File: config.mk
export PLATFORM = sky130hd
export DESIGN_NAME = integer_to_text_formatter_unit
export DESIGN_NICKNAME = d
export VERILOG_FILES = /design/src/itf_pkg.sv /design/src/integer_to_text_formatter_unit.sv /design/src/itf_dabble.sv
export SDC_FILE = /design/constraint.sdc
export NUM_CORES = 1
export LEC_CHECK = 0
export ABC_AREA = 1
export ABC_CLOCK_PERIOD_IN_PS = 7650
export BUFFER_PORTS_ARGS = -buffer_cell sky130_fd_sc_hd__buf_2
export CAP_MARGIN = 20
export CORE_ASPECT_RATIO = 0.6
export CORE_MARGIN = 2
export CORE_UTILIZATION = 30
export DETAILED_ROUTE_END_ITERATION = 8
export GPL_ROUTABILITY_DRIVEN = 0
export HOLD_SLACK_MARGIN = 0.05
export RECOVER_POWER = 25
export SLEW_MARGIN = 40
export SYNTH_ARGS = -nofsm -noshare
export SYNTH_HDL_FRONTEND = slang
export SYNTH_HIERARCHICAL = 1
export SYNTH_SLANG_ARGS = --single-unit
File: constraint.sdc
create_clock -name clock -period 7.65 [get_ports clock]
set_input_delay 1.1475 -clock clock [delete_from_list [all_inputs] [get_ports clock]]
set_output_delay 1.1475 -clock clock [all_outputs]
set_load 0.02 [all_outputs]
File: src/itf_pkg.sv
// ----------------------------------------------------------------------------
// itf_pkg - integer to text formatter package
// Conversion codes, sequencer states and ASCII constants shared by the
// formatter, its conversion unit and its checker.
// ----------------------------------------------------------------------------
`default_nettype none

package itf_pkg;

   // Conversion kinds as they arrive on the request channel
   typedef enum logic [2:0] {
      FUNC_D  = 3'd0,
      FUNC_U  = 3'd1,
      FUNC_O  = 3'd2,
      FUNC_XL = 3'd3,
      FUNC_XU = 3'd4
   } itf_func_type;

   // Sequencer states
   typedef enum logic [2:0] {
      ST_IDLE,
      ST_CONV,
      ST_SCAN,
      ST_SIZE,
      ST_EMIT
   } itf_state_type;

   // Handshake between the sequencer and the binary to BCD unit
   typedef struct packed {
      logic start;
      logic done;
   } itf_dab_ctl_type;

   // ASCII codes
   localparam logic [6:0] CHAR_ZERO  = 7'h30;
   localparam logic [6:0] CHAR_MINUS = 7'h2D;
   localparam logic [6:0] CHAR_PLUS  = 7'h2B;
   localparam logic [6:0] CHAR_SPACE = 7'h20;
   localparam logic [6:0] CHAR_LX    = 7'h78;
   localparam logic [6:0] CHAR_UX    = 7'h58;
   localparam logic [6:0] CHAR_LA    = 7'h61;
   localparam logic [6:0] CHAR_UA    = 7'h41;

   // One digit (0..15) to its ASCII character
   function automatic logic [6:0] itf_digit_char(input logic [3:0] digit,
                                                 input logic upper);
      logic [6:0] res;
      if (digit < 4'd10) begin
         res = CHAR_ZERO + 7'(digit);
      end else begin
         res = (upper ? CHAR_UA : CHAR_LA) + 7'(digit - 4'd10);
      end
      return res;
   endfunction

endpackage

`default_nettype wire

File: src/integer_to_text_formatter_unit.sv
// Flow: d and u go through binary to BCD conversion after the accept, then a
// scan of up to NDEC digits, a sizing step and one char per cycle while not stalled.
// o, x and X skip the conversion; their scan covers up to NOCT or NHEX digits.
// One transaction at a time; a request stalls until the sequencer is idle again.
// The shared BCD loop dominates the decimal case.
// Reset: synchronous, active high; clears the sequencer and the output valid.
// ----------------------------------------------------------------------------
// integer_to_text_formatter_unit - printf style integer formatter
// Formats one integer per transaction and streams its characters out, one
// per result transaction, marking the final character.
// ----------------------------------------------------------------------------
`default_nettype none

module integer_to_text_formatter_unit
   import itf_pkg::*;
#(
   parameter int VALUE_BITS = 64,
   parameter int MAX_FIELD  = 60
) (
   input  wire logic        clock,
   input  wire logic        reset,
   input  wire logic        req_valid,
   output      logic        req_stall,
   input  wire logic [2:0]  req_func,
   input  wire logic [63:0] req_value,
   input  wire logic [5:0]  req_precision,
   input  wire logic        req_precision_given,
   input  wire logic [5:0]  req_min_width,
   input  wire logic        req_zero_pad,
   input  wire logic        req_left_align,
   input  wire logic        req_alt_form,
   input  wire logic        req_space_sign,
   input  wire logic        req_plus_sign,
   output      logic        rsp_valid,
   input  wire logic        rsp_stall,
   output      logic [6:0]  rsp_out_char,
   output      logic        rsp_last_char
);

   localparam int NDEC = (VALUE_BITS * 30103) / 100000 + 1;
   localparam int NOCT = (VALUE_BITS + 2) / 3;
   localparam int NHEX = (VALUE_BITS + 3) / 4;
   localparam int NDIG = NOCT;
   localparam int DIW  = $clog2(NDIG);
   localparam int NMAX = (NDIG > MAX_FIELD) ? NDIG : MAX_FIELD;
   localparam int LW   = $clog2(NMAX + 4);
   localparam logic [5:0] FIELD_SAT = 6'(MAX_FIELD);

   itf_state_type         state_ff, state_in;
   itf_func_type          func_ff, func_in, func_norm;
   logic [VALUE_BITS-1:0] mag_ff, mag_in;
   logic                  neg_ff, neg_in;
   logic                  zero_ff, zero_in;
   logic [5:0]            prec_ff, prec_in;
   logic                  pgiven_ff, pgiven_in;
   logic [5:0]            width_ff, width_in;
   logic                  zpad_ff, zpad_in;
   logic                  alt_ff, alt_in;
   logic                  space_ff, space_in;
   logic                  plus_ff, plus_in;
   logic [DIW-1:0]        idx_ff, idx_in;
   logic [LW-1:0]         nd_ff, nd_in;
   logic [LW-1:0]         b1_ff, b1_in;
   logic [LW-1:0]         b2_ff, b2_in;
   logic [LW-1:0]         b3_ff, b3_in;
   logic [LW-1:0]         n_ff, n_in;
   logic [LW-1:0]         pos_ff, pos_in;
   logic                  rsp_valid_ff, rsp_valid_in;
   logic [6:0]            rsp_char_ff, rsp_char_in;
   logic                  rsp_last_ff, rsp_last_in;

   itf_dab_ctl_type       dab_req, dab_rsp;
   logic [4*NDEC-1:0]     bcd;

   logic [VALUE_BITS-1:0] acc_v, acc_mag;
   logic                  acc_neg;
   logic [5:0]            acc_prec, acc_width;
   logic [DIW-1:0]        acc_idx;
   logic                  accept, out_free;

   logic [4*NDIG-1:0]     dec_vec, hex_vec;
   logic [3*NDIG-1:0]     oct_vec;
   logic [DIW-1:0]        dig_idx, emit_idx;
   logic [3:0]            digit;

   logic                  altnz, aoz, nsign;
   logic [1:0]            npfx;
   logic [LW-1:0]         nd_eff, len, prec_l, wid_l, pad_len;
   logic [6:0]            char_sel, sign_char;

   // --- shared binary to BCD unit ---
   itf_dabble #(
      .VALUE_BITS (VALUE_BITS),
      .NDEC       (NDEC)
   ) u_dabble (
      .clock   (clock),
      .reset   (reset),
      .value   (mag_in),
      .ctl_in  (dab_req),
      .ctl_out (dab_rsp),
      .bcd     (bcd)
   );

   // --- request decode: unused codes act as u ---
   always_comb begin
      case (req_func)
         FUNC_D:  func_norm = FUNC_D;
         FUNC_O:  func_norm = FUNC_O;
         FUNC_XL: func_norm = FUNC_XL;
         FUNC_XU: func_norm = FUNC_XU;
         default: func_norm = FUNC_U;
      endcase
   end

   always_comb begin
      acc_v     = req_value[VALUE_BITS-1:0];
      acc_neg   = (func_norm == FUNC_D) && acc_v[VALUE_BITS-1];
      acc_mag   = acc_neg ? (~acc_v + 1'b1) : acc_v;
      acc_prec  = (req_precision > FIELD_SAT) ? FIELD_SAT : req_precision;
      acc_width = (req_min_width > FIELD_SAT) ? FIELD_SAT : req_min_width;
      case (func_norm)
         FUNC_D, FUNC_U: acc_idx = DIW'(NDEC - 1);
         FUNC_O:         acc_idx = DIW'(NOCT - 1);
         default:        acc_idx = DIW'(NHEX - 1);
      endcase
   end

   // --- digit select, shared by the scan and the emit phases ---
   assign dec_vec  = (4*NDIG)'(bcd);
   assign oct_vec  = (3*NDIG)'(mag_ff);
   assign hex_vec  = (4*NDIG)'(mag_ff);
   assign emit_idx = DIW'(n_ff - pos_ff - 1'b1);
   assign dig_idx  = (state_ff == ST_SCAN) ? idx_ff : emit_idx;

   always_comb begin
      case (func_ff)
         FUNC_D, FUNC_U: digit = dec_vec[dig_idx*4 +: 4];
         FUNC_O:         digit = {1'b0, oct_vec[dig_idx*3 +: 3]};
         default:        digit = hex_vec[dig_idx*4 +: 4];
      endcase
   end

   // --- field sizing ---
   always_comb begin
      altnz  = alt_ff && !zero_ff;
      aoz    = alt_ff && zero_ff && (func_ff == FUNC_O);
      prec_l = LW'(prec_ff);
      wid_l  = LW'(width_ff);
      nsign  = neg_ff || ((func_ff != FUNC_U) && (plus_ff || space_ff));
      npfx   = 2'd0;
      if (altnz) begin
         if ((func_ff == FUNC_XL) || (func_ff == FUNC_XU)) begin
            npfx = 2'd2;
         end else if ((func_ff == FUNC_O) && (prec_ff == 6'd0)) begin
            npfx = 2'd1;
         end
      end
      nd_eff  = nd_ff;
      len     = (nd_ff > prec_l) ? nd_ff : prec_l;
      pad_len = wid_l - 1'b1 - LW'(altnz);
      if (zpad_ff && (wid_l > LW'(altnz) + 1'b1) && (pad_len > len)) begin
         len = pad_len;
      end
      // alternate octal zero is exactly one '0'
      if (aoz) begin
         nsign  = 1'b0;
         npfx   = 2'd0;
         nd_eff = LW'(1);
         len    = LW'(1);
      end
   end

   // --- character at the current position ---
   always_comb begin
      sign_char = neg_ff ? CHAR_MINUS : (plus_ff ? CHAR_PLUS : CHAR_SPACE);
      if (pos_ff < b1_ff) begin
         char_sel = sign_char;
      end else if (pos_ff < b2_ff) begin
         if (pos_ff == b1_ff) begin
            char_sel = CHAR_ZERO;
         end else begin
            char_sel = (func_ff == FUNC_XU) ? CHAR_UX : CHAR_LX;
         end
      end else if (pos_ff < b3_ff) begin
         char_sel = CHAR_ZERO;
      end else begin
         char_sel = itf_digit_char(digit, func_ff == FUNC_XU);
      end
   end

   assign accept   = req_valid && !req_stall;
   assign out_free = !rsp_valid_ff || !rsp_stall;

   // --- sequencer ---
   always_comb begin
      state_in     = state_ff;
      func_in      = func_ff;
      mag_in       = mag_ff;
      neg_in       = neg_ff;
      zero_in      = zero_ff;
      prec_in      = prec_ff;
      pgiven_in    = pgiven_ff;
      width_in     = width_ff;
      zpad_in      = zpad_ff;
      alt_in       = alt_ff;
      space_in     = space_ff;
      plus_in      = plus_ff;
      idx_in       = idx_ff;
      nd_in        = nd_ff;
      b1_in        = b1_ff;
      b2_in        = b2_ff;
      b3_in        = b3_ff;
      n_in         = n_ff;
      pos_in       = pos_ff;
      rsp_valid_in = rsp_valid_ff;
      rsp_char_in  = rsp_char_ff;
      rsp_last_in  = rsp_last_ff;
      dab_req      = '0;

      // result register drains independently of the sequencer
      if (out_free) begin
         rsp_valid_in = 1'b0;
      end

      case (state_ff)
         ST_IDLE: begin
            if (accept) begin
               func_in   = func_norm;
               mag_in    = acc_mag;
               neg_in    = acc_neg;
               zero_in   = (acc_v == '0);
               prec_in   = acc_prec;
               pgiven_in = req_precision_given;
               width_in  = acc_width;
               zpad_in   = req_zero_pad && !req_left_align;
               alt_in    = req_alt_form;
               space_in  = req_space_sign;
               plus_in   = req_plus_sign;
               idx_in    = acc_idx;
               if ((func_norm == FUNC_D) || (func_norm == FUNC_U)) begin
                  dab_req.start = 1'b1;
                  state_in      = ST_CONV;
               end else begin
                  state_in = ST_SCAN;
               end
            end
         end
         ST_CONV: begin
            if (dab_rsp.done) begin
               state_in = ST_SCAN;
            end
         end
         ST_SCAN: begin
            // leading digit search, top down
            if ((digit != 4'd0) || (idx_ff == '0)) begin
               if (zero_ff && pgiven_ff && (prec_ff == 6'd0)) begin
                  nd_in = '0;
               end else begin
                  nd_in = LW'(idx_ff) + 1'b1;
               end
               state_in = ST_SIZE;
            end else begin
               idx_in = idx_ff - 1'b1;
            end
         end
         ST_SIZE: begin
            b1_in  = LW'(nsign);
            b2_in  = LW'(nsign) + LW'(npfx);
            b3_in  = LW'(nsign) + LW'(npfx) + (len - nd_eff);
            n_in   = LW'(nsign) + LW'(npfx) + len;
            pos_in = '0;
            if ((LW'(nsign) + LW'(npfx) + len) == '0) begin
               state_in = ST_IDLE;
            end else begin
               state_in = ST_EMIT;
            end
         end
         ST_EMIT: begin
            if (out_free) begin
               rsp_valid_in = 1'b1;
               rsp_char_in  = char_sel;
               rsp_last_in  = (pos_ff == n_ff - 1'b1);
               pos_in       = pos_ff + 1'b1;
               if (pos_ff == n_ff - 1'b1) begin
                  state_in = ST_IDLE;
               end
            end
         end
         default: begin
            state_in = ST_IDLE;
         end
      endcase
   end

   // --- state register ---
   always_ff @(posedge clock) begin
      if (reset) begin
         state_ff     <= ST_IDLE;
         rsp_valid_ff <= 1'b0;
      end else begin
         state_ff     <= state_in;
         rsp_valid_ff <= rsp_valid_in;
      end
   end

   // --- transaction and result payload registers ---
   always_ff @(posedge clock) begin
      func_ff     <= func_in;
      mag_ff      <= mag_in;
      neg_ff      <= neg_in;
      zero_ff     <= zero_in;
      prec_ff     <= prec_in;
      pgiven_ff   <= pgiven_in;
      width_ff    <= width_in;
      zpad_ff     <= zpad_in;
      alt_ff      <= alt_in;
      space_ff    <= space_in;
      plus_ff     <= plus_in;
      idx_ff      <= idx_in;
      nd_ff       <= nd_in;
      b1_ff       <= b1_in;
      b2_ff       <= b2_in;
      b3_ff       <= b3_in;
      n_ff        <= n_in;
      pos_ff      <= pos_in;
      rsp_char_ff <= rsp_char_in;
      rsp_last_ff <= rsp_last_in;
   end

   assign req_stall     = (state_ff != ST_IDLE);
   assign rsp_valid     = rsp_valid_ff;
   assign rsp_out_char  = rsp_char_ff;
   assign rsp_last_char = rsp_last_ff;

endmodule

`default_nettype wire

File: src/itf_dabble.sv
// ----------------------------------------------------------------------------
// itf_dabble - iterative binary to BCD converter
// Shift-and-add-3 unit: one value bit per cycle until all VALUE_BITS bits are in.
// ----------------------------------------------------------------------------
`default_nettype none

module itf_dabble
   import itf_pkg::*;
#(
   parameter int VALUE_BITS = 64,
   parameter int NDEC       = 20
) (
   input  wire logic                  clock,
   input  wire logic                  reset,
   input  wire logic [VALUE_BITS-1:0] value,
   input  wire itf_dab_ctl_type       ctl_in,
   output      itf_dab_ctl_type       ctl_out,
   output      logic [4*NDEC-1:0]     bcd
);

   localparam int CW = (VALUE_BITS > 1) ? $clog2(VALUE_BITS) : 1;
   localparam logic [CW-1:0] LAST_STEP = CW'(VALUE_BITS - 1);

   logic                  run_ff,   run_in;
   logic [CW-1:0]         cnt_ff,   cnt_in;
   logic [VALUE_BITS-1:0] shift_ff, shift_in;
   logic [4*NDEC-1:0]     bcd_ff,   bcd_in;
   logic [4*NDEC-1:0]     adj;

   // add 3 to every decade of 5 or more before the shift
   always_comb begin
      for (int i = 0; i < NDEC; i++) begin
         adj[4*i +: 4] = (bcd_ff[4*i +: 4] >= 4'd5) ? bcd_ff[4*i +: 4] + 4'd3
                                                     : bcd_ff[4*i +: 4];
      end
   end

   // step control
   always_comb begin
      run_in   = run_ff;
      cnt_in   = cnt_ff;
      shift_in = shift_ff;
      bcd_in   = bcd_ff;
      if (ctl_in.start) begin
         run_in   = 1'b1;
         cnt_in   = '0;
         shift_in = value;
         bcd_in   = '0;
      end else if (run_ff) begin
         bcd_in   = {adj[4*NDEC-2:0], shift_ff[VALUE_BITS-1]};
         shift_in = shift_ff << 1;
         cnt_in   = cnt_ff + 1'b1;
         if (cnt_ff == LAST_STEP) begin
            run_in = 1'b0;
         end
      end
   end

   always_ff @(posedge clock) begin
      if (reset) begin
         run_ff <= 1'b0;
         cnt_ff <= '0;
      end else begin
         run_ff <= run_in;
         cnt_ff <= cnt_in;
      end
      shift_ff <= shift_in;
      bcd_ff   <= bcd_in;
   end

   assign ctl_out.start = 1'b0;
   assign ctl_out.done  = run_ff && (cnt_ff == LAST_STEP);
   assign bcd           = bcd_ff;

endmodule

`default_nettype wire

# --- Word-level counts from Yosys, hierarchy flattened ---
# Cells that the tools add are included.
word_totals:
  register_bits: 285
  latch_bits: 0
  mem_bits_rw: 0
  mem_bits_ro: 0
  in_bits: 89
  output_inout_bits: 10
  elab_cells: 236
  n_memories: 0
classes:
  addsub: 38
  mul: 1
  div_mod_pow: 0
  order_cmp: 29
  eq_ne: 23
  shift: 3
  n_mux: 69
  bitwise_logic: 1
  reduce_logical: 46
ops:
  columns: ["operator", "count"]
  rows:
  - ["$mux W64", 5]
  - ["$shiftx A88 B8 Y4", 2]
  - ["$mux W4", 21]
  - ["$ge A4 B3 Y1 const B", 20]
  - ["$add A4 B2 Y4 const B", 19]
  - ["$shiftx A66 B8 Y3", 1]
  - ["$add A64 B1 Y64 const B", 1]
  - ["$logic_not A64 Y1", 1]
  - ["$not A64 Y64", 1]
  - ["$mux W6", 7]
  - ["$mux W7", 5]
  - ["$eq A3 B2 Y1 const B", 7]
  - ["$mux W3", 7]
  - ["$pmux W5 S2", 2]
  - ["$mux W5", 3]
  - ["$pmux W3 S5", 1]
  - ["$logic_and A1 B1 Y1", 13]
  - ["$add A6 B1 Y6 const B", 2]
  - ["$gt A6 B6 Y1", 2]
  - ["$gt A6 B6 Y1 const B", 2]
  - ["$logic_not A3 Y1", 4]
  - ["$logic_not A6 Y1", 2]
  - ["$lt A6 B6 Y1", 2]
  - ["$pmux W3 S4", 1]
  - ["other kinds (40)", 79]

# --- Depth between registers and ports, before layout ---
# Gate-level depths: netlist of the first run.
logic_depth:
  word_depth: 12
  depth_mapped: 35
  ltp_nobuf: 35

# --- Modules after synthesis ---
# The synthesis of the first run kept the hierarchy.
by_module_without_submodules:
  columns: ["module", "n_inst", "cells_per_inst", "area_each_um2", "seq_area_each_um2"]
  rows:
  - ["integer_to_text_formatter_unit", 1, 1659, 10909.2, 3253.1]
  - ["itf_dabble", 1, 985, 7472.2, 3663.5]

# --- Worst setup path before layout of the first run ---
# No wires, ideal clock.
synth_timing:
  path_type: "flip-flop to flip-flop"
  start: "register nd_ff[5]"
  end: "register b3_ff[5], data pin"
  setup_time_ps: 265
  arrival_time_ps: 4310
  required_time_ps: 7385
  slack_ps: 3075
  stages_incl_launch_ff: 29
  path_buffers: 0
  period_less_slack_ps: 4575
  cell_sequence: "edfxtp_1 > ha_1 > nand2_1 > nor2_1 > nand2_1 > nand3_1 > nand2_2 > o21ai_0 > inv_1 > ha_1 > nand2_1 > nor2_1 > a21oi_1 > nand3_2 > inv_1 > nor2_1 > nor2_1 > inv_1 > fa_1 > inv_1 > ha_1 > a21oi_1 > inv_1 > a31oi_1 > nor2_1 > o21ai_0 > nand2_1 > xnor2_1 > xor2_1"
synth_via:
  elab_chain_len: 8
  word_cells_on_any_way: 9
  classes_between: "2 x add/sub; 2 x order compare; 4 x mux; 1 x reduce/logical"
synth_lines:
  columns: ["item", "line_no", "source"]
  rows:
  - ["from (decl)", "integer_to_text_formatter_unit.sv:62", "logic [LW-1:0] nd_ff, nd_in;"]
  - ["from (signal assigned)", "integer_to_text_formatter_unit.sv:320", "nd_ff <= nd_in;"]
  - ["$gt A6 B6 Y1", "integer_to_text_formatter_unit.sv:159", "len = (nd_ff > prec_l) ? nd_ff : prec_l;"]
  - ["$mux W6", "integer_to_text_formatter_unit.sv:159", null]
  - ["$gt A6 B6 Y1", "integer_to_text_formatter_unit.sv:161", "if (zpad_ff && (wid_l > LW'(altnz) + 1'b1) && (pad_len > len)) begin"]
  - ["$logic_and A1 B1 Y1", "integer_to_text_formatter_unit.sv:161", null]
  - ["$mux W6", "integer_to_text_formatter_unit.sv:161", null]
  - ["$mux W6", "integer_to_text_formatter_unit.sv:165", "if (aoz) begin"]
  - ["$sub A6 B6 Y6 (*)", "integer_to_text_formatter_unit.sv:269", "b3_in = LW'(nsign) + LW'(npfx) + (len - nd_eff);"]
  - ["$add A6 B6 Y6 (*)", "integer_to_text_formatter_unit.sv:269", null]
  - ["to (signal assigned)", "integer_to_text_formatter_unit.sv:323", "b3_ff <= b3_in;"]
  - ["to (decl)", "integer_to_text_formatter_unit.sv:65", "logic [LW-1:0] b3_ff, b3_in;"]
# Mark *: on every way between the ends. The rest lies on a longest branch, timed or not.
# A chain may end at the register's enable or synchronous reset.

==> results of run 1 <==
==> registers in the layout (all words and copies together) (netlist names), 3 cells and up, named ones only <==
name / count
b2_ff: 3
u_dabble/shift_ff: 64
idx_ff: 5
rsp_out_char: 7
mag_ff: 64
n_ff: 6
prec_ff: 6
nd_ff: 6
b3_ff: 6
u_dabble/bcd: 80
wid_l: 6
state_ff: 3
func_ff: 3
pos_ff: 6
u_dabble/cnt_ff: 6
==> power by group through the flow <==
stage | Clock (mW) | Sequential, mW | Combinational (mW)
finish | 1.38 | 2.51 | 3.74
global route | 1.47 | 2.56 | 4.25
CTS | 1.41 | 2.50 | 3.72
detailed placement | 0 | 2.53 | 3.69
global placement | 0 | 2.53 | 3.66
floorplan | 0 | 2.40 | 2.79
==> worst reg2reg max path: stages (launching register included) <==
cell	delay [ns]
dfxtp_1	0.39
nor2_1	0.12
inv_1	0.07
nor2_1	0.08
inv_1	0.11
nor2_4	0.10
clkbuf_1	1.93
clkinv_2	0.77
nor2_4	0.22
buf_4	0.42
nor2_4	0.04
buf_4	0.36
inv_2	0.13
buf_6	0.48
==> routing by layer <==
| metal | GRT usage [%] | part of all wire (%) | vias to the layer above |
|---|---|---|---|
| li1 | - | - | 8679 |
| met5 | 0 | 0 | - |
| met3 | 2.63 | 7.7 | 54 |
| met4 | 2.64 | 1.4 | 0 |
| met2 | 20.7 | 36 | 505 |
| met1 | 28.0 | 54 | 7710 |
==> path summary, 6_finish.rpt <==
| path | end | slack, ns | start | cells after the start |
|---|---|---|---|---|
| setup / recovery | u_dabble/shift_ff[9] | 1.95 | state_ff[1] | 13 |
| setup reg to reg | u_dabble/shift_ff[9] | 1.95 | state_ff[1] | 13 |
| hold / removal | u_dabble/bcd[77] | 0.47 | u_dabble/bcd[77] | 2 |
| hold reg to reg | u_dabble/bcd[77] | 0.47 | u_dabble/bcd[77] | 2 |
==> final cells by class <==
| class | instances | area [µm²] |
|---|---|---|
| fill | 6558 | 40200 |
| inverter | 301 | 1130 |
| antenna | 1 | 2.50 |
| clock buffer | 32 | 724 |
| clock inverter | 18 | 164 |
| timing repair buffer | 119 | 648 |
| sequential | 282 | 6920 |
| multi-input combinational | 1954 | 9850 |
| tap | 828 | 1040 |
==> results.ini, run 1 <==
[outcome]
status = finished with violations
violations = max-capacitance violations, max-slew violations

[power]
p_leak_nw = 9.45
power_switching_mw = 3.49
clkPwrFrac_pct = 18.1
combPwrFrac_pct = 49.0
power_density_nw_per_um2 = 373
p_total_mw = 7.63
ir_drop_mv = 0.268
p_seq_share_pct = 32.9
internal_power_mw = 4.14
sw_frac_of_total_pct = 45.7

[layout]
final_common_cell = nand2_1
fin_util_pct = 33.7
fin_nets = 2873
final_cell_mix = nand2_1 (857), nand3_1 (305), inv_1 (291)
layout-drive-gt1-share_pct = 7.50
area_growth_syn_to_layout_pct = 11.5
design_area_um2 = 20500
stdcell_count = 3535

[critical_path]
worst-setup-path-type = reg2reg
cp.required_ns = 7.85
crit_family = buffers and inverters
worstSetupEndpointType = register
cp.arrival_ns = 5.90
crit_path_frequent_cell = nor2_4
path_buf_inv = 8
slowest_stage = clkbuf_1
critPathLaunchType = register
slowest_delay_ns = 1.93
cp_max_fo = 65
crit_chain = nor2_1 -> inv_1 -> nor2_1 -> inv_1 -> nor2_4 -> clkbuf_1 -> clkinv_2 -> nor2_4 -> buf_4 -> nor2_4 -> buf_4 -> inv_2 -> buf_6

[timing]
period_needed_ns = 5.70
clock-skew-final_ns = 0.0263
setup_slack_ns = 1.95
tns_ns = 0
max_slew.worst_pin.slew_ns = 2.75
hold_viol_final = 0
fmax_ghz = 0.175
fin_crit_sh_pct = 74.5
rsz0062_at_grt = false
worst_hold_slack_ns = 0.469
slew_violations = 43
maxSlewHeadroom_pct = -83.0
finalSetupViolations = 0

[global_route]
grtUsageTotal_pct = 16.4
overflow = 0
grt_pass1_vias = 14762
grt_pass1_wl_um = 83400
grt_max_degree = 103
antenna_found_initial = 1

[clock_network]
cts-hold-fix-buffers = 0
cts_made_buffers = 27
cts.sinks = 282
post_cts_buffers = 0
clock-root-buffer = clkbuf_16
clkLatencyLatePin_ns = 0.57
htreeDepth = 1
cts_max_path_buffers = 3
cts_tree = done
post_cts_resized = 0
clk_pin_slew_worst_paths_ns = 0.07

[detailed_routing]
ant_nets = 0
firstDrtPassIters = 5
wl_um = 52500
post-route-drc-count = 0
wire_per_inst_um = 14.9
via_per_inst = 4.79
detail_route.iter0.violations = 1789
vias = 16948

[floorplanning]
die_area_um2 = 63300
die_w_um = 323
pin_count = 99
core_um2 = 60700
die_h_um = 196
std_cell_rows = 70
initial_utilization_pct = 30.3

[logic_synthesis]
ys.warnings.count = 6
netlist_area_um2 = 18400
postSynthNetCount = 2829
synthCells = 2641
avgSynthCellArea_um2 = 6.95

[run]
maxCapViolations = 1

[placed_design]
place_ws_ns = 2.58
place_inst = 3484
hpwlAfterDp_um = 38600
io_buffers = 98
place_area_um2 = 19600

[min_path]
min_path_type = reg2reg

Power figures use the tool's default switching activity.
==> run 2, diff against run 1 <==
Settings changed: ABC_AREA 1 to 0, ABC_CLOCK_PERIOD_IN_PS 7650 to 5800.
Clock period 7.65 ns to 5.8 ns, I/O delays scaled along.
==> run 2 against run 1 <==
The run still ends with max-capacitance violations, max-slew violations left; register-to-register slack worse by 1.5 ns; global-route usage shrank 1.1 points; total power up 28%; clock skew fell by 0.0078 ns; non-clock buffer count rose by 3; sequential cell count unchanged; core utilization up 0.091 points; fmax increased by 7.1%; first-iteration DRC count shrank 5.1%; via count fell by 10%.
==> results.ini, run 2 <==
[critical_path]
startpoint = nd_ff[3]  ; was state_ff[1]
cp_max_fo = 6  ; was 65
critPathLaunchType = register  ; unchanged
crit_chain = ha_1 -> a211oi_1 -> nor2_1 -> o32a_1 -> mux2i_1 -> ha_1 -> a21o_1 -> a21oi_1 -> nor2b_1 -> o31ai_2 -> mux2i_1 -> xor2_1 -> nand2_1 -> ha_1 -> ha_1 -> a21o_1 -> a21oi_1 -> o21bai_1 -> a21oi_1 -> xnor2_1 -> xnor2_1  ; was nor2_1 -> inv_1 -> nor2_1 -> inv_1 -> nor2_4 -> clkbuf_1 -> clkinv_2 -> nor2_4 -> buf_4 -> nor2_4 -> buf_4 -> inv_2 -> buf_6
cp.arrival_ns = 5.65  ; was 5.90 ns
crit_family = compound AO/OA/AOI/OAI gates  ; was buffers and inverters
r2r_start = nd_ff[3]  ; was state_ff[1]
reg2reg_depth = 21  ; was 13
worst-setup-path-type = reg2reg  ; unchanged
slowest_delay_ns = 0.45  ; was 1.93 ns
crit_path_frequent_cell = ha_1  ; was nor2_4
endpoint = b3_ff[5]  ; was u_dabble/shift_ff[9]
slowest_stage = o32a_1  ; was clkbuf_1
path_buf_inv = 0  ; was 8
worstSetupEndpointType = register  ; unchanged
cp.depth = 21  ; was 13
ff2ff_setup_slack_ns = 0.48  ; was 1.95 ns
rr_endpoint = b3_ff[5]  ; was u_dabble/shift_ff[9]
cp.required_ns = 6.13  ; was 7.85 ns

[layout]
area_growth_syn_to_layout_pct = 11.1  ; was 11.5%
antennaDiodeCount = 0  ; was 1
layout-drive-gt1-share_pct = 14.9  ; was 7.50%
final_cell_mix = nor2_1 (186), nand2_1 (183), a21oi_1 (180)  ; was nand2_1 (857), nand3_1 (305), inv_1 (291)
final_common_cell = nor2_1  ; was nand2_1
fin_nets = 2209  ; was 2873
fin_util_pct = 33.8  ; was 33.7%
largest_reg_flops = 80  ; unchanged

[floorplanning]
die_h_um = 194  ; was 196 µm
die_area_um2 = 62200  ; was 63300 µm²
core_um2 = 59300  ; was 60700 µm²
pin_count = 99  ; unchanged
std_cell_rows = 69  ; was 70
die_w_um = 321  ; was 323 µm
initial_utilization_pct = 30.4  ; was 30.3%

[global_route]
grt_max_degree = 160  ; was 103
grtUsageTotal_pct = 15.3  ; was 16.4%
grt_pass1_wl_um = 77500  ; was 83400 µm
overflow = 0  ; unchanged
grt_pass1_vias = 14003  ; was 14762
antenna_found_initial = 0  ; was 1

[timing]
maxSlewHeadroom_pct = -6.90  ; was -83.0%
rsz0062_at_grt = false  ; unchanged
finalSetupViolations = 0  ; unchanged
max_slew.worst_pin.slew_ns = 1.60  ; was 2.75 ns
period_needed_ns = 5.32  ; was 5.70 ns
hold_viol_final = 0  ; unchanged
slew_violations = 97  ; was 43
fin_crit_sh_pct = 91.8  ; was 74.5%
worst_hold_slack_ns = 0.458  ; was 0.469 ns
clock-skew-final_ns = 0.0186  ; was 0.0263 ns
fmax_ghz = 0.188  ; was 0.175 GHz
tns_ns = 0  ; unchanged

[detailed_routing]
vias = 15173  ; was 16948
detail_route.iter0.violations = 1697  ; was 1789
wire_per_inst_um = 17.5  ; was 14.9 µm
wl_um = 49500  ; was 52500 µm
via_per_inst = 5.37  ; was 4.79
firstDrtPassIters = 6  ; was 5
ant_nets = 0  ; unchanged
post-route-drc-count = 0  ; unchanged

[clock_network]
clock-root-buffer = clkbuf_16  ; unchanged
clkLatencyLatePin_ns = 0.59  ; was 0.57 ns
htreeDepth = 1  ; unchanged
cts-hold-fix-buffers = 0  ; unchanged
clk_pin_slew_worst_paths_ns = 0.06  ; was 0.07 ns
cts_made_buffers = 29  ; was 27
post_cts_resized = 0  ; unchanged
cts_tree = done  ; unchanged
post_cts_buffers = 0  ; unchanged
cts_max_path_buffers = 3  ; unchanged
cts.sinks = 282  ; unchanged

[run]
maxCapViolations = 3  ; was 1

[min_path]
min_path_type = in2reg  ; was reg2reg

[power]
power_density_nw_per_um2 = 487  ; was 373 nW/µm²
ir_drop_mv = 0.205  ; was 0.268 mV
p_total_mw = 9.76  ; was 7.63 mW
p_leak_nw = 7.37  ; was 9.45 nW

[logic_synthesis]
netlist_area_um2 = 18000  ; was 18400 µm²
avgSynthCellArea_um2 = 9.13  ; was 6.95 µm²
ys.warnings.count = 6  ; unchanged
postSynthNetCount = 2165  ; was 2829
synthCells = 1977  ; was 2641

[outcome]
violations = max-capacitance violations, max-slew violations  ; unchanged
status = finished with violations  ; unchanged

[placed_design]
io_buffers = 98  ; unchanged
hpwlAfterDp_um = 37000  ; was 38600 µm

## run 2: through the flow
step / std cells / setup WS (ns) / area, µm²
floorplan: 1977 / 0.714 / 18000
global placement: 2770 / 0.597 / 19100
detailed placement: 2771 / 0.553 / 19100
CTS: 2824 / 0.531 / 20100
global route: 2824 / 0.211 / 20100
finish: 2824 / 0.476 / 20100
## run 2: routing by layer
layer / wire (µm) / up-vias / GRT usage, %
met2: 20500 / 582 / 21.8
li1: - / 7246 / -
met3: 5190 / 56 / 4.33
met1: 23200 / 7289 / 22.9
met5: 0 / - / 0
met4: 617 / 0 / 2.14
## run 2: how the worst min path moves through the flow
stage | startpoint | to | slack, ns | depth (start not counted)
detailed placement | u_dabble/bcd[27] | u_dabble/bcd[27] | 0.49 | 2
global route | req_precision_given | pgiven_ff | 0.44 | 1
CTS | req_space_sign | space_ff | 0.43 | 1
floorplan | u_dabble/bcd[79] | u_dabble/bcd[79] | 0.44 | 2
finish | req_space_sign | space_ff | 0.46 | 1
global placement | u_dabble/bcd[79] | u_dabble/bcd[79] | 0.47 | 2
## run 2: power by group
part,internal (mW),switching [mW]
Sequential,2.85,0.769
Combinational,1.75,2.50
Clock,1.07,0.820
## run 2: area by class of cell
class / count / area, µm²
timing repair buffer: 122 / 688
clock inverter: 14 / 150
tap: 781 / 977
inverter: 134 / 504
fill: 5960 / 39300
sequential: 282 / 6920
clock buffer: 39 / 805
multi-input combinational: 1452 / 10000
